<file path="config.mk">
export PLATFORM = sky130hd
export DESIGN_NAME = rmap_ctrl
export DESIGN_NICKNAME = d
export VERILOG_FILES = /design/src/rmap_pkg.sv /design/src/rmap_ctrl.sv
export SDC_FILE = /design/constraint.sdc
export NUM_CORES = 1
export LEC_CHECK = 0
export ABC_AREA = 0
export BUFFER_PORTS_ARGS = -buffer_cell sky130_fd_sc_hd__buf_2
export CORE_AREA = 2 2 39 41
export CTS_CLUSTER_SIZE = 8
export DETAILED_ROUTE_END_ITERATION = 7
export DIE_AREA = 0 0 41 43
export GPL_TIMING_DRIVEN = 0
export MAX_ROUTING_LAYER = met4
export SYNTH_ARGS = -nofsm -noshare
export SYNTH_HDL_FRONTEND = slang
export SYNTH_SLANG_ARGS = --single-unit
export TNS_END_PERCENT = 5
</file>
<file path="constraint.sdc">
create_clock -name i_clk -period 3.4 [get_ports i_clk]
set_clock_uncertainty 0.15 [all_clocks]
set_input_delay 0.17 -clock i_clk [delete_from_list [all_inputs] [get_ports i_clk]]
set_output_delay 0.17 -clock i_clk [all_outputs]
set_load 0.03 [all_outputs]
</file>
<file path="src/rmap_pkg.sv">
// Shared types and constants for the running mean accumulator with peak tracking.
package rmap_pkg;

    // Point store geometry
    localparam int POINTS = 1024;
    localparam int PT_AW  = $clog2(POINTS);
    localparam int IDX_W  = 10;

    // Datapath widths
    localparam int SUM_W   = 48;
    localparam int VAL_W   = 32;
    localparam int STEPS_W = 16;
    localparam int DEN_W   = 33;
    localparam int DIV_W   = 64;
    localparam int DCNT_W  = $clog2(DIV_W);

    localparam logic signed [VAL_W-1:0] MOST_NEG = {1'b1, {(VAL_W-1){1'b0}}};

    // Item function codes
    typedef enum logic [1:0] {
        FN_ACC   = 2'd0,
        FN_DRAIN = 2'd1,
        FN_CLEAR = 2'd2,
        FN_NOP   = 2'd3
    } t_func;

    // Controller to datapath commands
    typedef struct packed {
        logic load;    // capture item, read point
        logic clr_wr;  // reset sweep write
        logic mul_re;  // total * |real mean|
        logic mul_im;  // total * |imag mean|
        logic prep;    // form dividends, load dividers
        logic step;    // one quotient bit
        logic fin;     // write back, update state, load result
    } t_cmd;

    // Datapath to controller status
    typedef struct packed {
        logic clr_done;
        logic need_div;
        logic div_last;
        logic out_free;
    } t_sts;

endpackage

</file>
<file path="src/rmap_ctrl.sv">
// Controller state machine: reset sweep, item dispatch, divide sequencing.
module rmap_ctrl (
    input  logic            i_clk,
    input  logic            i_rst_n,
    input  logic            i_in_valid,
    output logic            o_in_ready,
    input  rmap_pkg::t_sts  i_sts,
    output rmap_pkg::t_cmd  o_cmd
);
    typedef enum logic [7:0] {
        S_CLEAR = 8'b0000_0001,
        S_IDLE  = 8'b0000_0010,
        S_DISP  = 8'b0000_0100,
        S_MULR  = 8'b0000_1000,
        S_MULI  = 8'b0001_0000,
        S_PREP  = 8'b0010_0000,
        S_DIV   = 8'b0100_0000,
        S_FIN   = 8'b1000_0000
    } t_state;

    t_state r_state, n_state;

    // next state and commands
    always_comb begin
        n_state    = r_state;
        o_cmd      = '0;
        o_in_ready = 1'b0;
        case (r_state)
            S_CLEAR: begin
                if (i_sts.clr_done) begin
                    n_state = S_IDLE;
                end else begin
                    o_cmd.clr_wr = 1'b1;
                end
            end
            S_IDLE: begin
                o_in_ready = 1'b1;
                if (i_in_valid) begin
                    o_cmd.load = 1'b1;
                    n_state    = S_DISP;
                end
            end
            S_DISP: begin
                n_state = i_sts.need_div ? S_MULR : S_FIN;
            end
            S_MULR: begin
                o_cmd.mul_re = 1'b1;
                n_state      = S_MULI;
            end
            S_MULI: begin
                o_cmd.mul_im = 1'b1;
                n_state      = S_PREP;
            end
            S_PREP: begin
                o_cmd.prep = 1'b1;
                n_state    = S_DIV;
            end
            S_DIV: begin
                o_cmd.step = 1'b1;
                if (i_sts.div_last) begin
                    n_state = S_FIN;
                end
            end
            S_FIN: begin
                if (i_sts.out_free) begin
                    o_cmd.fin = 1'b1;
                    n_state   = S_IDLE;
                end
            end
            default: begin
                n_state = S_CLEAR;
            end
        endcase
    end

    always_ff @(posedge i_clk) begin
        if (!i_rst_n) begin
            r_state <= S_CLEAR;
        end else begin
            r_state <= n_state;
        end
    end

    // no item taken before the sweep finishes
    a_no_load_in_sweep: assert property (@(posedge i_clk) disable iff (!i_rst_n)
        o_cmd.load |-> i_sts.clr_done)
        else $error("item taken during reset sweep");

    // the last divide step hands over to finish
    a_div_to_fin: assert property (@(posedge i_clk) disable iff (!i_rst_n)
        (o_cmd.step && i_sts.div_last) |=> (r_state == S_FIN))
        else $error("divide did not hand over to finish");
endmodule

</file>
# Word level (Yosys, flattened, before mapping)
# Cells that the tools add are included.
[classes] n_eq_ne=12 n_mux=17 reduce_logical=1
[op_table] operator="8-bit case mux with 8 select lines" count=1
[op_table] operator="8-bit 2-to-1 mux" count=5
[op_table] operator="1-bit 2-to-1 mux" count=11
[op_table] operator="8-bit by 1-bit == test with 1-bit output, second input constant" count=1
[op_table] operator="8-bit by 2-bit == test with 1-bit output, second input constant" count=1
[op_table] operator="8-bit by 3-bit == test with 1-bit output, second input constant" count=1
[op_table] operator="8-bit by 4-bit == test with 1-bit output, second input constant" count=1
[op_table] operator="8-bit by 5-bit == test with 1-bit output, second input constant" count=1
[op_table] operator="8-bit by 6-bit == test with 1-bit output, second input constant" count=1
[op_table] operator="8-bit by 7-bit == test with 1-bit output, second input constant" count=1
[op_table] operator="8-bit == test, second input constant" count=1
[op_table] operator="2-bit != test, second input constant" count=4
[op_table] operator="4-bit AND reduction" count=1
[word_totals] register_bits=8 inputBits=7 output_inout_bits=8 wordCells=31

# Longest topological paths before layout
[depth] depth_word=3 mapped_depth=5 ltp_nobuf=5

# Worst setup path after synthesis
# OpenSTA, ideal clock, no wires.
[synth_timing] kind="register to output" startpoint="register r_state[2]" endpoint="output port o_cmd[6] in the netlist's numbering" arrival_ns=1.477 t_required_ns=3.080 path_slack_ns=1.603 path_stages_with_launch=5 cell_sequence="dfxtp_1 nor4_4 nand3_1 inv_1 and2_1"
[synth_rtl] element="start, declared" line="rmap_ctrl.sv:21" source="t_state r_state, n_state;"
[synth_rtl] element="start signal, assigned" line="rmap_ctrl.sv:80" source="r_state <= n_state;"
[synth_rtl] element="end, declared" line="rmap_ctrl.sv:8" source="output rmap_pkg::t_cmd o_cmd"

==> summary.txt <==
Outcome
  • Status: complete, no violations

Timing
  • Max Slew Vio Count: 0
  • Crit share post-route: 0.5892
  • Fin Hold WS: 0.01123 ns
  • Upper clock frequency limit: 0.4992 GHz
  • RSZ-0062 raised after global routing: false
  • Setup_tns: 0 ns
  • Fin. Hold Viols: 0
  • Slew headroom: 0.6940
  • Final min period: 2.003 ns
  • Final setup fails: 0
  • Final WS setup: 1.397 ns
  • Slew @ Worst Pin: 0.4531 ns

Clock tree
  • CTS buffer count: 3
  • Post-CTS sizing: 0
  • Clock transition at the registers of the reported paths: 0.06 ns
  • CTS Sinks: 8
  • CTS tree: done
  • Depth of the CTS H-tree: 1
  • Skew-Pair Late Insertion Delay: 0.25 ns
  • Clock buffer depth: 2
  • CTS Root Cell: clkbuf_4

GRT
  • Vias in the first global route: 403
  • First-pass GRT wire length: 1593 µm
  • Grt ovf: 0
  • Initial antenna violation count: 0
  • Pin count of the biggest net entering global routing: 7
  • Total Routing Usage GR: 0.1331

Worst setup path
  • Critical path type: flop to primary output
  • CP startpoint kind: flop
  • CP arrival: 1.68 ns
  • CP required: 3.08 ns
  • CP Capture Type: primary output
  • Worst r2r path cells: 5
  • R2r startpoint: r_state[2]
  • Reg2reg setup slack: 1.65 ns
  • Critical path peak fanout: 6
  • Worst r2r dst: r_state[7]

Run
  • Maxcap violations: 0

Placed design
  • Placed Cells: 85
  • Port Buffers: 14
  • Final HPWL DP: 806.9 µm
  • GPL Wtd Cong: 0.7227
  • Pre-CTS setup slack: 1.675 ns

Floorplanning
  • Die Area: 1763 µm²
  • Core area: 1384 µm²
  • Number of I/O pins: 15
  • Initial Util: 0.3345
  • Die Y: 43 µm
  • Site Rows: 14
  • Horiz. Die Dim: 41 µm

Drt
  • Antenna Nets Post-Route: 0
  • Iter 0 DRT Violations: 6
  • WL final: 991 µm
  • Drt via density: 5.135
  • Final routed DRC violation total: 0
  • TritonRoute pass-1 iters: 4
  • Routed length per instance: 11.13 µm
  • Via count: 457

Cells and area
  • Max reg flops: 8
  • Non-filler instance count after layout: 89
  • Top flop regs: r_state (8)
  • Area Overhead vs Synth: 26.49%
  • Share of cells above drive strength 1: 0.3014
  • N_diodes: 0
  • Layout Nets: 82
  • Reg with most FFs: r_state

Logic synthesis
  • Synth Warn #: 0
  • Post-synth net total: 62
  • Mapped Cells: 55
  • Sequential element share of the synthesized area: 0.3459
  • Syn_area_per_cell: 8.417 µm²
  • Yosys reg bits: 8
  • Distinct cells, synth: 20
  • Mapped Area: 462.9 µm²

Worst hold path
  • Hold WC Path Type: input pin to flop
  • Hold depth: 3
  • Worst Hold End: r_state[3]
  • Worst Min Path Start: i_rst_n

Power
  • Pwr/cell area: 439.0 nW/µm²
  • Max VDD drop: 160.9 µV
  • Power, Total: 0.0002571 W
  • Static leakage: 0.3151 nW
[Yosys cell counts]
library cell  instances  area (µm²)
and2_1                1       6.260
and3_1                1       6.260
and4b_2               1       11.26
dfxtp_1               8       160.2
inv_1                 6       22.52
nand2_1               4       15.01
nand2b_1              1       6.260
nand3_1               2       10.01
nand3b_1              1       7.510
nand4b_1              2       17.52
nand4b_2              1       15.01
nor2_1               14       52.55
nor2b_1               1       6.260
nor4_4                2       42.54
nor4b_1               3       26.28
o21a_1                1       7.510
o21ai_1               2       10.01
o32a_1                2       20.02
o41ai_1               1       8.760
or4_4                 1       11.26
[cell usage in the layout (no fill, tap or decap), drive strengths merged]
master	instances
nand3	2
nor2b	1
o41ai	1
and4b	1
o32a	2
clkbuf	3
and2	1
nand2b	1
dfxtp	8
nand3b	1
o21a	1
nor4	2
dlygate4sd3	1
or4	1
inv	6
nor2	14
o21ai	2
buf	14
nand2	4
and3	1
nor4b	3
nand4b	3
[cell families (layout without fill, tap and decap cells)]
logic type,count (synthesis),after routing,synth area share
AND/OR/NAND/NOR,35,35,0.5054
AO/OA/AOI/OAI,6,6,0.1000
flip-flops,8,8,0.3459
buffers and inverters,6,24,0.04865
[repair_timing]
action | 4_1_cts | 5_1_grt
hold buffers | 1 | 0
endpoints found under the hold margin | 1 | 0
setup buffers | 0 | 0
[per-stage QoR]
stage,utilization,area [µm²]
after global placement,0.3996,553.0
after detailed placement,0.3996,553.0
after floorplan,-,462.9
after CTS,0.4231,585.6
after global routing,0.4231,585.6
final,0.4231,585.6
[cell type report]
type	count	area, µm²
timing repair buffer	15	80.08
fill	141	798.3
sequential	8	160.2
clock buffer	3	22.52
multi-input combinational	41	280.3
inverter	6	22.52
tap	16	20.02
[per-layer routing]
layer	wire (µm)	up-vias	part of all wire	GRT usage
li1	-	233	-	-
met1	464	208	0.47	0.1721
met5	0	-	0	-
met4	21	0	0.021	0.08000
met2	465	12	0.47	0.1906
met3	40	4	0.040	0.01571
[how the worst max path moves through the flow]
stage | from | slack, ns | cells past startpoint | endpoint
3_3_place_gp | r_state[2] | 1.64 | 5 | r_state[7]
6_report | r_state[2] | 1.40 | 5 | o_cmd[6]
3_5_place_dp | r_state[2] | 1.67 | 5 | o_cmd[6]
5_1_grt | r_state[2] | 1.26 | 5 | o_cmd[6]
4_1_cts | r_state[2] | 1.39 | 5 | o_cmd[6]
2_1_floorplan | r_state[2] | 1.60 | 4 | o_cmd[6]
[report_power, final]
group | internal [W] | switching, W | leakage (nW)
combinational | 0.0000324 | 0.0000392 | 0.236
sequential | 0.000100 | 0.0000117 | 0.0650
clock | 0.0000404 | 0.0000329 | 0.0138
[worst max-delay path: stages, from the launching register on]
cell and delay (ns):
dfxtp_1 0.36, nor4_4 0.41, nand3_1 0.21, inv_1 0.14, and2_1 0.13, buf_2 0.19
Note: power is estimated with default switching activity, not from simulation.
